File: src/rtl/crc16_packet_serial_master_macros.svh
// Assertion helpers for the packet serial master
`ifndef CRC16_PACKET_SERIAL_MASTER_MACROS_SVH
`define CRC16_PACKET_SERIAL_MASTER_MACROS_SVH
// assert that a condition implies a consequence in the same cycle
`define CPS_ASSERT_IMPL(label, clk, rst_n, cond, cons, msg) \
    label: assert property (@(posedge clk) disable iff (!rst_n) (cond) |-> (cons)) \
        else $error(msg);
// assert that a condition implies a consequence in the next cycle
`define CPS_ASSERT_NEXT(label, clk, rst_n, cond, cons, msg) \
    label: assert property (@(posedge clk) disable iff (!rst_n) (cond) |=> (cons)) \
        else $error(msg);
`endif

File: src/rtl/cps_pkg.sv
package cps_pkg;
    localparam int PACKET_BYTES_DEF = 48;
    localparam int STRING_MAX_DEF   = 48;
    localparam logic [15:0] CRC_POLY = 16'h1021;
    localparam logic [7:0]  ACK_BYTE = 8'hFF;

    localparam logic [1:0] FUNC_WRITE = 2'd0;
    localparam logic [1:0] FUNC_READ  = 2'd1;
    localparam logic [1:0] FUNC_RX    = 2'd2;
    localparam logic [1:0] FUNC_TICK  = 2'd3;

    localparam logic [1:0] KIND_TX   = 2'd0;
    localparam logic [1:0] KIND_DATA = 2'd1;
    localparam logic [1:0] KIND_DONE = 2'd2;

    localparam logic [1:0] REG_ADDR    = 2'd0;
    localparam logic [1:0] REG_TIMEOUT = 2'd1;
    localparam logic [1:0] REG_RETRY   = 2'd2;

    // request to the CRC unit and its reply
    typedef struct packed {
        logic       start;
        logic       clear;
        logic [7:0] data;
    } crc_req_t;

    typedef struct packed {
        logic        busy;
        logic [15:0] crc;
    } crc_stat_t;
endpackage

File: src/rtl/cps_crc_unit.sv
// Bit-serial CRC-16 (0x1021), one bit per cycle
module cps_crc_unit
    import cps_pkg::*;
(
    input  logic      clk,
    input  logic      rst_n,
    input  crc_req_t  req,
    output crc_stat_t stat
);
    logic [15:0] crc_reg;
    logic [7:0]  sh_reg;
    logic [3:0]  cnt_reg;
    logic [15:0] fb;

    assign fb = {crc_reg[14:0], 1'b0} ^
                (((crc_reg[15] ^ sh_reg[7])) ? CRC_POLY : 16'h0000);

    // load a byte, then shift eight bits through the register
    always_ff @(posedge clk or negedge rst_n)
    begin
        if (!rst_n)
        begin
            crc_reg <= '0;
            cnt_reg <= '0;
            sh_reg  <= '0;
        end
        else if (req.clear)
        begin
            crc_reg <= '0;
            cnt_reg <= '0;
        end
        else if (req.start)
        begin
            sh_reg  <= req.data;
            cnt_reg <= 4'd8;
        end
        else if (cnt_reg != 4'd0)
        begin
            crc_reg <= fb;
            sh_reg  <= {sh_reg[6:0], 1'b0};
            cnt_reg <= cnt_reg - 4'd1;
        end
    end

    assign stat.busy = (cnt_reg != 4'd0);
    assign stat.crc  = crc_reg;
endmodule

File: src/rtl/crc16_packet_serial_master.sv
// Host side of an addressed packet serial link with CRC-16 (poly 0x1021, init 0).
// A request is taken only while the sequencer is idle; the block then stays busy
// until all the work the request causes is done. Every address, request, resent or
// received data byte goes through the one bit-serial CRC unit, and the sequencer
// waits for the unit after each such byte; a resend reads the stored packet back
// one byte at a time. CRC bytes and the done result do not pass through the unit.
// A stall on the result side holds the sequencer. Results come out in order; tlast
// marks the last one of a request.
module crc16_packet_serial_master
    import cps_pkg::*;
#(
    parameter int PACKET_BYTES = PACKET_BYTES_DEF,
    parameter int STRING_MAX   = STRING_MAX_DEF
)
(
    input  logic        clk,
    input  logic        rst_n,
    input  logic        cfg_we,
    input  logic [1:0]  cfg_index,
    input  logic [15:0] cfg_data,
    input  logic        s_tvalid,
    output logic        s_tready,
    // tdata: byte_value[7:0], read_count[13:8], zero [15:14]
    input  logic [15:0] s_tdata,
    // tuser: func[1:0]
    input  logic [1:0]  s_tuser,
    input  logic        s_tlast,
    output logic        m_tvalid,
    input  logic        m_tready,
    // tdata: value[7:0], success[8], zero [15:9]
    output logic [15:0] m_tdata,
    // tuser: kind[1:0]
    output logic [1:0]  m_tuser,
    output logic        m_tlast
);
`include "crc16_packet_serial_master_macros.svh"
    localparam int LW = $clog2(PACKET_BYTES + 1);
    localparam int AW = $clog2(PACKET_BYTES);
    localparam int CW = 6;

    // link phases
    localparam logic [2:0] PH_IDLE = 3'd0, PH_COLLECT = 3'd1, PH_ACK = 3'd2,
                           PH_DATA = 3'd3, PH_CRCH = 3'd4, PH_CRCL = 3'd5;
    // sequencer steps
    localparam logic [3:0] S_IDLE = 4'd0, S_ADDR = 4'd1, S_BYTE = 4'd2,
                           S_CRCWAIT = 4'd3, S_CRCH = 4'd4, S_CRCL = 4'd5,
                           S_DONE = 4'd6, S_RESEND = 4'd7, S_RDWAIT = 4'd8,
                           S_RXDATA = 4'd9, S_FAIL = 4'd10, S_OUT = 4'd11,
                           S_DEC = 4'd12;

    logic [7:0]  addr_reg;
    logic [15:0] tmo_reg;
    logic [1:0]  retry_reg;

    logic [2:0]  phase_reg;
    logic [3:0]  st_reg, ret_reg;
    logic [LW-1:0] len_reg, idx_reg;
    logic [1:0]  att_reg;
    logic [15:0] timer_reg;
    logic [CW-1:0] exp_reg, rcv_reg;
    logic [7:0]  crch_reg;
    logic        rd_reg;
    logic [7:0]  b_reg;
    logic        last_reg;
    logic        ok_reg;
    logic [7:0]  mem [PACKET_BYTES];
    logic [7:0]  rd_data_reg;

    logic        ov_reg;
    logic [1:0]  okind_reg;
    logic [7:0]  oval_reg;
    logic        ook_reg, olast_reg;

    crc_req_t  creq;
    crc_stat_t cst;

    cps_crc_unit u_crc (.clk(clk), .rst_n(rst_n), .req(creq), .stat(cst));

    // hold configuration registers
    always_ff @(posedge clk or negedge rst_n)
    begin
        if (!rst_n)
        begin
            addr_reg  <= 8'd128;
            tmo_reg   <= 16'd1000;
            retry_reg <= 2'd2;
        end
        else if (cfg_we)
        begin
            case (cfg_index)
                REG_ADDR:    addr_reg  <= cfg_data[7:0];
                REG_TIMEOUT: tmo_reg   <= cfg_data;
                REG_RETRY:   retry_reg <= cfg_data[1:0];
                default:     ;
            endcase
        end
    end

    assign s_tready = (st_reg == S_IDLE);
    assign m_tvalid = ov_reg;
    assign m_tdata  = {7'd0, ook_reg, oval_reg};
    assign m_tuser  = okind_reg;
    assign m_tlast  = olast_reg;

    logic [CW-1:0] cnt_in, rcv_inc;
    assign cnt_in  = (s_tdata[13:8] > CW'(STRING_MAX)) ? CW'(STRING_MAX) : s_tdata[13:8];
    assign rcv_inc = rcv_reg + CW'(1);

    // stored packet: one write and one registered read port
    logic          mem_we;
    logic [AW-1:0] mem_wa, mem_ra;
    logic [7:0]    mem_wd;
    always_ff @(posedge clk)
    begin
        if (mem_we)
            mem[mem_wa] <= mem_wd;
        rd_data_reg <= mem[mem_ra];
    end
    assign mem_ra = idx_reg[AW-1:0];

    // sequencer
    always_ff @(posedge clk or negedge rst_n)
    begin
        if (!rst_n)
        begin
            st_reg <= S_IDLE; ret_reg <= S_IDLE; phase_reg <= PH_IDLE;
            len_reg <= '0; idx_reg <= '0; att_reg <= '0; timer_reg <= '0;
            exp_reg <= '0; rcv_reg <= '0; crch_reg <= '0; rd_reg <= 1'b0;
            ov_reg <= 1'b0; okind_reg <= KIND_TX; oval_reg <= '0;
            ook_reg <= 1'b0; olast_reg <= 1'b0;
            b_reg <= '0; last_reg <= 1'b0; ok_reg <= 1'b0;
        end
        else
        begin
            if (ov_reg && m_tready)
                ov_reg <= 1'b0;
            case (st_reg)
                S_IDLE:
                begin
                    if (s_tvalid)
                    begin
                        b_reg    <= s_tdata[7:0];
                        last_reg <= s_tlast;
                        st_reg   <= S_IDLE;
                        case (s_tuser)
                            FUNC_WRITE:
                            begin
                                if (phase_reg == PH_IDLE)
                                begin
                                    rd_reg <= 1'b0; att_reg <= '0; len_reg <= '0;
                                    phase_reg <= PH_COLLECT;
                                    st_reg <= S_ADDR;
                                end
                                else if (phase_reg == PH_COLLECT)
                                    st_reg <= S_BYTE;
                            end
                            FUNC_READ:
                            begin
                                if (phase_reg == PH_IDLE)
                                begin
                                    rd_reg <= 1'b1; att_reg <= '0; len_reg <= '0;
                                    exp_reg <= cnt_in; rcv_reg <= '0; timer_reg <= '0;
                                    last_reg <= 1'b0;
                                    phase_reg <= PH_DATA;
                                    st_reg <= S_ADDR;
                                end
                            end
                            FUNC_RX:
                            begin
                                timer_reg <= '0;
                                case (phase_reg)
                                    PH_ACK:
                                    begin
                                        if (s_tdata[7:0] == ACK_BYTE)
                                        begin
                                            ok_reg <= 1'b1; st_reg <= S_DONE;
                                        end
                                        else
                                            st_reg <= S_FAIL;
                                    end
                                    PH_DATA: st_reg <= S_RXDATA;
                                    PH_CRCH:
                                    begin
                                        crch_reg <= s_tdata[7:0];
                                        phase_reg <= PH_CRCL;
                                    end
                                    PH_CRCL:
                                    begin
                                        if ({crch_reg, s_tdata[7:0]} == cst.crc)
                                        begin
                                            ok_reg <= 1'b1; st_reg <= S_DONE;
                                        end
                                        else
                                            st_reg <= S_FAIL;
                                    end
                                    default: ;
                                endcase
                            end
                            default:
                            begin
                                if (phase_reg >= PH_ACK && phase_reg <= PH_CRCL)
                                begin
                                    timer_reg <= timer_reg + 16'd1;
                                    if (timer_reg + 16'd1 >= tmo_reg)
                                        st_reg <= S_FAIL;
                                end
                            end
                        endcase
                    end
                end
                // emit address (as a stored byte)
                S_ADDR:
                begin
                    if (!ov_reg)
                    begin
                        len_reg <= LW'(1);
                        okind_reg <= KIND_TX; oval_reg <= addr_reg; ook_reg <= 1'b0;
                        olast_reg <= 1'b0; ov_reg <= 1'b1;
                        ret_reg <= S_BYTE; st_reg <= S_CRCWAIT;
                    end
                end
                // emit the request byte if room remains
                S_BYTE:
                begin
                    if (!ov_reg && !cst.busy)
                    begin
                        if (len_reg < LW'(PACKET_BYTES))
                        begin
                            len_reg <= len_reg + LW'(1);
                            okind_reg <= KIND_TX; oval_reg <= b_reg; ook_reg <= 1'b0;
                            olast_reg <= rd_reg || !last_reg; ov_reg <= 1'b1;
                            ret_reg <= rd_reg ? S_RDWAIT : (last_reg ? S_CRCH : S_IDLE);
                            st_reg <= S_CRCWAIT;
                        end
                        else
                            st_reg <= rd_reg ? S_RDWAIT : (last_reg ? S_CRCH : S_IDLE);
                    end
                end
                S_CRCWAIT:
                    if (!cst.busy && !creq.start) st_reg <= ret_reg;
                S_RDWAIT:
                begin
                    if (!ov_reg)
                    begin
                        olast_reg <= 1'b0;
                        st_reg <= S_IDLE;
                    end
                end
                S_CRCH:
                begin
                    if (!ov_reg && !cst.busy)
                    begin
                        okind_reg <= KIND_TX; oval_reg <= cst.crc[15:8]; ook_reg <= 1'b0;
                        olast_reg <= 1'b0; ov_reg <= 1'b1; st_reg <= S_CRCL;
                    end
                end
                S_CRCL:
                begin
                    if (!ov_reg)
                    begin
                        okind_reg <= KIND_TX; oval_reg <= cst.crc[7:0];
                        olast_reg <= 1'b1; ov_reg <= 1'b1;
                        phase_reg <= PH_ACK; timer_reg <= '0; st_reg <= S_IDLE;
                    end
                end
                S_DONE:
                begin
                    if (!ov_reg)
                    begin
                        okind_reg <= KIND_DONE; oval_reg <= '0; ook_reg <= ok_reg;
                        olast_reg <= 1'b1; ov_reg <= 1'b1; ok_reg <= 1'b0;
                        phase_reg <= PH_IDLE; st_reg <= S_IDLE;
                    end
                end
                S_FAIL:
                begin
                    if (att_reg < retry_reg)
                    begin
                        att_reg <= att_reg + 2'd1;
                        idx_reg <= '0; st_reg <= S_RESEND; ret_reg <= S_RESEND;
                    end
                    else
                    begin
                        ok_reg <= 1'b0; st_reg <= S_DONE;
                    end
                end
                // walk the stored packet through the registered read port
                S_RESEND:
                begin
                    if (idx_reg == len_reg)
                    begin
                        rcv_reg <= '0; timer_reg <= '0;
                        if (rd_reg)
                        begin
                            phase_reg <= PH_DATA; st_reg <= S_RDWAIT;
                        end
                        else
                            st_reg <= S_CRCH;
                    end
                    else
                        st_reg <= S_OUT;
                end
                S_OUT:
                begin
                    if (!ov_reg && !cst.busy)
                    begin
                        okind_reg <= KIND_TX; oval_reg <= rd_data_reg; ook_reg <= 1'b0;
                        olast_reg <= rd_reg && (idx_reg + LW'(1) == len_reg);
                        ov_reg <= 1'b1; idx_reg <= idx_reg + LW'(1);
                        st_reg <= S_DEC;
                    end
                end
                S_DEC:
                    st_reg <= S_CRCWAIT;
                S_RXDATA:
                begin
                    if (!ov_reg)
                    begin
                        rcv_reg <= rcv_inc;
                        okind_reg <= KIND_DATA; oval_reg <= b_reg; ook_reg <= 1'b0;
                        ov_reg <= 1'b1; olast_reg <= 1'b1; st_reg <= S_CRCWAIT;
                        ret_reg <= S_IDLE;
                        if (exp_reg != '0)
                        begin
                            if (rcv_inc >= exp_reg) phase_reg <= PH_CRCH;
                        end
                        else if (b_reg == 8'd0)
                            phase_reg <= PH_CRCH;
                        else if (rcv_inc >= CW'(STRING_MAX))
                        begin
                            olast_reg <= 1'b0; ret_reg <= S_FAIL;
                        end
                    end
                end
                default: st_reg <= S_IDLE;
            endcase
        end
    end

    // a new packet starts when a write or read request is taken while idle
    logic new_pkt;
    assign new_pkt = s_tvalid && s_tready && phase_reg == PH_IDLE &&
                     (s_tuser == FUNC_WRITE || s_tuser == FUNC_READ);

    // feed the CRC unit whenever an address, request, resent or received byte goes out
    logic emit_now;
    assign emit_now = (st_reg == S_ADDR && !ov_reg) ||
                      (st_reg == S_BYTE && !ov_reg && !cst.busy &&
                       len_reg < LW'(PACKET_BYTES)) ||
                      (st_reg == S_OUT && !ov_reg && !cst.busy) ||
                      (st_reg == S_RXDATA && !ov_reg);
    always_comb
    begin
        creq.clear = new_pkt ||
                     (st_reg == S_FAIL && att_reg < retry_reg);
        creq.start = emit_now;
        case (st_reg)
            S_ADDR:  creq.data = addr_reg;
            S_OUT:   creq.data = rd_data_reg;
            default: creq.data = b_reg;
        endcase
    end

    // store address and request bytes of a new packet
    always_comb
    begin
        mem_we = 1'b0;
        mem_wa = '0;
        mem_wd = b_reg;
        if (st_reg == S_ADDR && !ov_reg)
        begin
            mem_we = 1'b1; mem_wd = addr_reg;
        end
        else if (st_reg == S_BYTE && !ov_reg && !cst.busy && len_reg < LW'(PACKET_BYTES))
        begin
            mem_we = 1'b1; mem_wa = len_reg[AW-1:0];
        end
    end

    // remember that a new packet was just taken
    logic crc_fresh_reg;
    always_ff @(posedge clk or negedge rst_n)
    begin
        if (!rst_n) crc_fresh_reg <= 1'b0;
        else        crc_fresh_reg <= new_pkt;
    end

    `CPS_ASSERT_IMPL(a_busy_no_ready, clk, rst_n, cst.busy, !s_tready,
                     "accepting a request while the CRC unit runs")
    `CPS_ASSERT_NEXT(a_new_clears, clk, rst_n, new_pkt, st_reg == S_ADDR,
                     "new packet did not start with the address")
    `CPS_ASSERT_IMPL(a_len_bound, clk, rst_n, 1'b1, len_reg <= LW'(PACKET_BYTES),
                     "packet length beyond store")
    `CPS_ASSERT_IMPL(a_fresh_crc, clk, rst_n, crc_fresh_reg, phase_reg != PH_IDLE,
                     "packet start left link idle")
endmodule
File: config.mk
export PLATFORM = sky130hd
export DESIGN_NAME = crc16_packet_serial_master
export DESIGN_NICKNAME = d
export VERILOG_FILES = /design/src/rtl/cps_pkg.sv /design/src/rtl/cps_crc_unit.sv /design/src/rtl/crc16_packet_serial_master.sv
export VERILOG_INCLUDE_DIRS = /design/src /design/src/rtl
export SDC_FILE = /design/constraint.sdc
export NUM_CORES = 1
export LEC_CHECK = 0
export BUFFER_PORTS_ARGS = -buffer_cell sky130_fd_sc_hd__clkbuf_2
export CORE_ASPECT_RATIO = 0.8
export CORE_MARGIN = 2
export CORE_UTILIZATION = 35
export CTS_CLUSTER_DIAMETER = 40
export CTS_CLUSTER_SIZE = 28
export DETAILED_ROUTE_END_ITERATION = 8
export GPL_TIMING_DRIVEN = 0
export PLACE_DENSITY = 0.58
export SLEW_MARGIN = 20
export SYNTH_ARGS = -nofsm -noshare
export SYNTH_HDL_FRONTEND = slang
export SYNTH_SLANG_ARGS = --single-unit
File: constraint.sdc
create_clock -name clk -period 3.3 [get_ports clk]
set_clock_uncertainty 0.05 [all_clocks]
set_input_delay 0.33 -clock clk [delete_from_list [all_inputs] [get_ports clk]]
set_output_delay 0.33 -clock clk [all_outputs]
set_load 0.005 [all_outputs]
==> results of run 1 <==
[cell usage after synthesis (8+ instances only)]
| master | number |
|---|---|
| ha_1 | 33 |
| a22oi_1 | 11 |
| o211ai_1 | 12 |
| o31ai_1 | 13 |
| mux2_2 | 43 |
| dfxtp_1 | 8 |
| mux2i_1 | 17 |
| nor2_1 | 96 |
| nand2_1 | 127 |
| nor2b_1 | 10 |
| a21oi_1 | 36 |
| dfrtp_1 | 131 |
| nand4_1 | 11 |
| clkbuf_1 | 55 |
| edfxtp_1 | 384 |
| xnor2_1 | 31 |
| o21ai_0 | 96 |
| buf_1 | 20 |
| a22o_1 | 20 |
| nand3_1 | 32 |
| and3_1 | 16 |
| buf_4 | 9 |
| xor2_1 | 21 |
| inv_1 | 50 |
| a21o_1 | 14 |
| nor3_1 | 12 |
| nand2b_1 | 20 |
| mux4_2 | 120 |
| a31oi_1 | 16 |
| dfstp_2 | 8 |
[layout make-up]
class                   instances  area [um2]
repair buffers                111        1010
plain buffers                  89         464
flip-flops and latches        531       15200
clock buffers                  59        1410
well taps                     860        1080
clock inverters                47         671
fillers                      5831       37700
multi-input cells             901        8300
inverters                      50         188
[power by group through the flow]
stage                     clock, uW  combinational, uW  sequential, uW
final                          6890               6440            9070
after global routing           7300               7000            9130
after CTS                      7030               6370            9050
after detailed placement          0               6260            9190
after global placement            0               5540            9460
after floorplan                   0               3680            9150
[kinds of logic after synthesis]
group,count (synthesis)
adders and majority gates,33
DFF,531
muxes,180
and+or+nand+nor,361
xor gates and xnor gates,52
AOI/OAI and AO/OA,268
buffers and inverters,143
other,1
[metrics by stage]
| stage | cells | setup slack, ns |
|---|---|---|
| final | 2648 | 0.00520 |
| after global routing | 2648 | -0.134 |
| after CTS | 2645 | 0.0115 |
| after detailed placement | 2501 | -0.729 |
| after global placement | 2488 | -3.36 |
| after floorplan | 1575 | -0.252 |
[worst max path at each step]
stage / start / end / slack, ns / cells past startpoint
detailed placement: timer_reg[0]$_DFFE_PN0P_ / st_reg[1]$_DFFE_PN0P_ / -0.73 / 15
global route: u_crc.cnt_reg[0]$_DFFE_PN0P_ / mem[36][2]$_DFFE_PP_ / -0.13 / 8
finish: m_tvalid$_DFF_PN0_ / mem[32][6]$_DFFE_PP_ / 0.005 / 7
floorplan: st_reg[0]$_DFFE_PN0P_ / mem[0][0]$_DFFE_PP_ / -0.25 / 5
global placement: st_reg[0]$_DFFE_PN0P_ / mem[10][4]$_DFFE_PP_ / -3.36 / 5
CTS: m_tvalid$_DFF_PN0_ / mem[34][0]$_DFFE_PP_ / 0.01 / 7
[what timing repair did]
action / CTS / global route
hold buffers: 33 / 0
endpoints found under the hold margin: 113 / 0
gates resized for setup: 114 / 27
setup buffers: 8 / 4
pin swaps: 6 / 8
endpoints found under the setup margin: 812 / 241
[routing by layer]
metal  global-route usage, %  up-vias  wire (um)
li1                        -     6406          -
met1                    26.1     7451      27700
met2                    27.3      508      27700
met3                    2.63       78       3970
met4                    3.87        0       1090
met5                       0        -          0
[tightest hold or removal path, stage by stage]
cell and delay [ns]:
clkbuf_2 0.10, nand3b_1 0.12, mux2_2 0.16
==> key figures, run 1 <==
Placement
  • GPL Wtd Cong: roughly 0.92
  • Hpwl dp: 42100 um
  • Cell Area, Placed: about 25000 um2
  • Count of port buffers added during placement: 53

Detailed routing
  • Routed len/inst: between 20 and 25 um
  • Routed WL: a little over 60000 um
  • Drt via density: roughly 5.5
  • Antenna-violating nets left: 0
  • DR pass1 iterations: 5
  • Initial detailed-routing violation count: between 1000 and 1500
  • Vias: 14443
  • DR DRC count: 0

Layout
  • Max reg flops: approximately 380
  • Layout overhead on the synthesized area: 20.6%
  • Largest Register: mem
  • Core Util, Final: approximately 43%
  • Most common cell after layout, fill and taps aside: edfxtp_1
  • Most frequent cells in the layout: 384 x edfxtp_1, 129 x dfrtp_1, 126 x nand2_1, 120 x mux4_2, 86 x o21ai_0
  • Ratio of cells with drive above 1 in the final layout: a little over a quarter
  • Fin area: around 28000 um2
  • Post-layout net count: 1815
  • Diodes inserted: 0

Min path
  • Hold Path End: retry_reg[1]$_DFFE_PN1P_
  • Worst Hold Path Cells: 3
  • HP Class: in -> reg
  • Worst hold start: cfg_we

Clock network
  • Total clock buffers created by CTS: 56
  • CTS tree: yes
  • Clk pin slew, worst setup/hold paths: 0.07 ns
  • CTS Sinks: 531
  • CTS Root Cell: clkbuf_16
  • Clock latency on the worst-skew pair: about 0.65 ns
  • CTS Buffer Depth: 3
  • H-tree depth: 2

Timing
  • Slew Limit Fails: 0
  • Max_slew headroom: between 20% and 30%
  • Final setup viols: 0
  • Final worst path period share: approximately 100%
  • Fmax: 304 MHz
  • Worst Max-Slew Pin Slew: 1.11 ns
  • TNS Setup: 0 ns
  • Worst hold slack: between 0.04 and 0.05 ns
  • Minimum clock period: ~3.3 ns
  • RSZ-0062 raised after global routing: true
  • Hold Violations, Final: 0

Critical path
  • Crit path capture type: flip-flop
  • Capture point of the worst reg-to-reg path: mem[32][6]$_DFFE_PP_
  • WS Path Type: reg -> reg
  • Critical path data required time: 3.52 ns
  • Crit path max fanout: 9
  • CP startpoint kind: flip-flop
  • Crit path max-delay family: simple AND/OR/NAND/NOR gates
  • CP Cell Sequence: buf_2, nor4b_4, buf_2, nand3_1, nor2_1, nand2_1, nor2_2
  • Critical-path top delay cell: nor2_2
  • CP max stage delay: 0.60 ns
  • Reg2reg path depth: 7
  • CP bufs+invs: 2
  • CP most frequent cell: buf_2
  • Reg2reg start: m_tvalid$_DFF_PN0_
  • Worst reg2reg setup slack: ~0.0052 ns
  • CP arrival: roughly 3.5 ns

Synth
  • Most used DFF post-synth: edfxtp_1
  • Post-Synth Adder-Cell Area: roughly 1.8%
  • Async set-reset flop share out of synthesis: between 20% and 30%
  • Top-area cell type share of the netlist area: 49.1%
  • Dominant cell type by area after synthesis: edfxtp_1
  • Post-synth EDFFs: 384
  • Seq/Total Area, Yosys: between 60% and 70%
  • Main combinational cell family by area after synthesis: multiplexers
  • Simple-gate share of the synthesized area: under 10%
  • Warnings from Yosys: 0
  • Syn avg cell area: around 15 um2
  • Mux share of post-synthesis cell area: 14.3%
  • Distinct cells, synth: 72
  • Syn Std Cell Area: between 20000 and 25000 um2
  • Synth Instances: around 1600
  • XOR/XNOR Fraction of Synth Area: 1.94%
  • Compound-gate portion of the synthesized area: 7.52%
  • FF+latch count, synth: approximately 530
  • Top post-synthesis cells by area: edfxtp_1 49%, dfrtp_1 14%, mux4_2 12%

Global route
  • Initial antenna violation count: 0
  • Global Route Usage Sum: ~18%
  • Largest net degree at the start of global routing: between 70 and 80
  • Vias in the first global route: 14610
  • First-pass GRT wire length: between 90000 and 100000 um
  • Total grt overflow: 0

Power and ir drop
  • Max rail drop VDD: 0.000429 V
  • Seq pwr share: between 40% and 50%
  • Sw Share: between 30% and 40%
  • Leak Pwr: just under 0.01 uW
  • Clk network pwr share: between 30% and 40%
  • Power per Cell Area: about 790 nW/um2
  • Comb power frac: 28.7%
  • Total power: around 22000 uW
  • NetSw: approximately 7600 uW
  • Int Power: ~15000 uW

Floorplan
  • Ports: 63
  • Initial Utilization: between 30% and 40%
  • Die W: 294 um
  • Num rows: between 80 and 90
  • Core outline area: about 66000 um2
  • Total die area: roughly 69000 um2
  • Die Ht: 236 um

Status
  • Outcome: complete, no violations

Run
  • Max Cap Violations: 0
Power figures use the tool's default switching activity.
==> run 2, diff against run 1 <==
--- a/config.mk
+++ b/config.mk
@@ -9,12 +9,13 @@
 export BUFFER_PORTS_ARGS = -buffer_cell sky130_fd_sc_hd__clkbuf_2
 export CORE_ASPECT_RATIO = 0.8
 export CORE_MARGIN = 2
-export CORE_UTILIZATION = 35
+export CORE_UTILIZATION = 56
 export CTS_CLUSTER_DIAMETER = 40
 export CTS_CLUSTER_SIZE = 28
 export DETAILED_ROUTE_END_ITERATION = 8
 export GPL_TIMING_DRIVEN = 0
-export PLACE_DENSITY = 0.58
+export PLACE_DENSITY = 0.82
+export SKIP_LAST_GASP = 1
 export SLEW_MARGIN = 20
 export SYNTH_ARGS = -nofsm -noshare
 export SYNTH_HDL_FRONTEND = slang
==> run 2 against run 1 <==
  * The flow now finishes with violations (setup timing)
  * Critical path type unchanged
  * Count of clock-buffer cells in the layout decreased by 2
  * Critical path depth fell by 1
  * Setup slack got worse by 0.10 ns
  * Die area is 37% lower
  * Worst hold slack worse by 0.020 ns
  * Global-route usage is 10 points higher
==> key figures, run 2 (synthesis gave the netlist of run 1 again) <==
Global route
  • Total grt overflow: 0
  • Vias in the first global route: roughly 15000
  • Largest net degree at the start of global routing: approximately 80
  • First-pass GRT wire length: ~90000 um
  • Global Route Usage Sum: 27.7%
  • Initial antenna violation count: 2

Layout
  • Most frequent cells in the layout: 384 x edfxtp_1, 129 x dfrtp_1, 127 x nand2_1, 120 x mux4_2, 85 x o21ai_0
  • Largest Register: mem
  • Layout Cells excl Fill: approximately 2300
  • Most common cell after layout, fill and taps aside: edfxtp_1
  • Area of the multi-input gates: ~8100 um2
  • Storage element area: 15200 um2
  • Post-layout net count: roughly 1800
  • Core Util, Final: between 60% and 70%
  • Layout fillers: approximately 2800
  • Max reg flops: 384
  • Ratio of cells with drive above 1 in the final layout: 25.5%
  • Fin area: 27500 um2
  • Layout overhead on the synthesized area: 17.0%

Critical path
  • Crit path capture type: flip-flop
  • Crit path max fanout: 9
  • WP depth: 6
  • CP max stage delay: between 0.8 and 0.9 ns
  • CP startpoint kind: flip-flop
  • Critical-path top delay cell: nor2_1
  • Reg2reg path depth: 6
  • CP arrival: approximately 3.6 ns
  • CP bufs+invs: 2
  • Crit path max-delay family: simple AND/OR/NAND/NOR gates
  • Worst reg2reg setup slack: -0.1 ns
  • CP Cell Sequence: buf_2, nor4b_4, and3_1, clkbuf_1, nand3_1, nor2_1
  • WS Path Type: reg -> reg
  • Critical path data required time: 3.47 ns

Clock network
  • Clk pin slew, worst setup/hold paths: 0.07 ns
  • Clock latency on the worst-skew pair: ~0.61 ns
  • Total clock buffers created by CTS: 52
  • H-tree depth: 2
  • CTS Root Cell: clkbuf_16
  • CTS Sinks: ~530
  • CTS Buffer Depth: 3
  • CTS tree: yes

Detailed routing
  • DR pass1 iterations: 7
  • Vias: around 15000
  • Antenna-violating nets left: 0
  • Routed WL: 59700 um
  • Drt via density: around 6.3
  • Routed len/inst: 25.6 um
  • Initial detailed-routing violation count: around 1800
  • DR DRC count: 0

Power and ir drop
  • Clk network pwr share: 29.4%
  • Sw Share: 33.9%
  • Comb power frac: 29.1%
  • Seq pwr share: between 40% and 50%
  • Power per Cell Area: between 700 and 800 nW/um2
  • Max rail drop VDD: between 0.0007 and 0.0008 V
  • Leak Pwr: just under 0.01 uW
  • NetSw: between 7000 and 8000 uW
  • Int Power: about 14000 uW

Floorplan
  • Initial Utilization: a little under three fifths
  • Die Ht: 187 um
  • Die W: ~230 um
  • Num rows: 67
  • Total die area: between 40000 and 50000 um2
  • Core outline area: 41600 um2
  • Ports: 63

Timing
  • RSZ-0062 raised after global routing: true
  • TNS Setup: -3.32 ns
  • Fmax: 294 MHz
  • Final worst path period share: 103%
  • Hold Violations, Final: 0
  • Worst hold slack: ~0.029 ns
  • Worst Max-Slew Pin Slew: ~1.2 ns
  • Worst setup slack after layout: -0.0983 ns
  • Final setup viols: 88
  • Slew Limit Fails: 0
  • Max_slew headroom: 19.3%
  • Minimum clock period: roughly 3.4 ns

Status
  • Failing checks: setup timing
  • Outcome: complete, but fails checks

Placement
  • Count of port buffers added during placement: between 50 and 60
  • GPL Wtd Cong: roughly 0.94
  • DP Cell Count: ~2200
  • Hpwl dp: approximately 40000 um
  • Cell Area, Placed: ~25000 um2

Run
  • Max Cap Violations: 0

Min path
  • Worst Hold Path Cells: 3
  • HP Class: in -> reg
## run 2: path summary, 6_finish.rpt
path / startpoint / endpoint
max: m_tvalid$_DFF_PN0_ / mem[36][6]$_DFFE_PP_
min: s_tdata[0] / b_reg[0]$_DFFE_PN0P_
max reg2reg: m_tvalid$_DFF_PN0_ / mem[36][6]$_DFFE_PP_
min reg2reg: ret_reg[3]$_DFFE_PN0P_ / ret_reg[3]$_DFFE_PN0P_
max in group asynchronous: rst_n / u_crc.crc_reg[2]$_DFFE_PN0P_
min in group asynchronous: rst_n / timer_reg[10]$_DFFE_PN0P_
## run 2: worst register-to-register path, cell delays in order (launching register included)
cell and delay, ns:
dfrtp_1 0.40, buf_2 0.24, nor4b_4 0.46, and3_1 0.21, clkbuf_1 0.30, nand3_1 0.51, nor2_1 0.85
## run 2: repair_timing
action	in CTS	in global routing
resized for setup	52	46
buffers inserted	1	9
endpoints found under the setup margin	721	367
pin swaps	1	8
hold buffers	31	0
endpoints found under the hold margin	114	0
## run 2: power by group through the flow
stage / registers [uW] / logic, uW / clock network [uW]
2_1_floorplan: 9150 / 3680 / 0
3_3_place_gp: 9440 / 5340 / 0
3_5_place_dp: 9200 / 6080 / 0
4_1_cts: 9070 / 6220 / 6500
5_1_grt: 9160 / 6840 / 6760
6_report: 9110 / 6380 / 6440
## run 2: cell type report
class	count	area share [%]
Tap cell	552	2.52
Inverter	50	0.684
Clock buffer	57	5.00
Antenna cell	1	0.00911
Multi-Input combinational cell	901	29.5
Timing Repair Buffer	106	3.40
Buffer	89	1.68
Clock inverter	41	1.90
Sequential cell	531	55.3
## run 2: layer usage
layer | up-vias | global-route usage, % | wire (um)
met4 | 0 | 8.40 | 1690
met1 | 7486 | 39.4 | 24200
met3 | 111 | 5.46 | 5240
li1 | 6387 | - | -
met5 | - | 0 | 0
met2 | 777 | 43.7 | 28500
## run 2: through the flow
| step | total power, uW | setup WS [ns] |
|---|---|---|
| CTS | 21800 | -0.165 |
| finish | 21900 | -0.0983 |
| detailed placement | 15300 | -0.557 |
| floorplan | 12800 | -0.252 |
| global route | 22800 | -0.185 |
| global placement | 14800 | -3.23 |
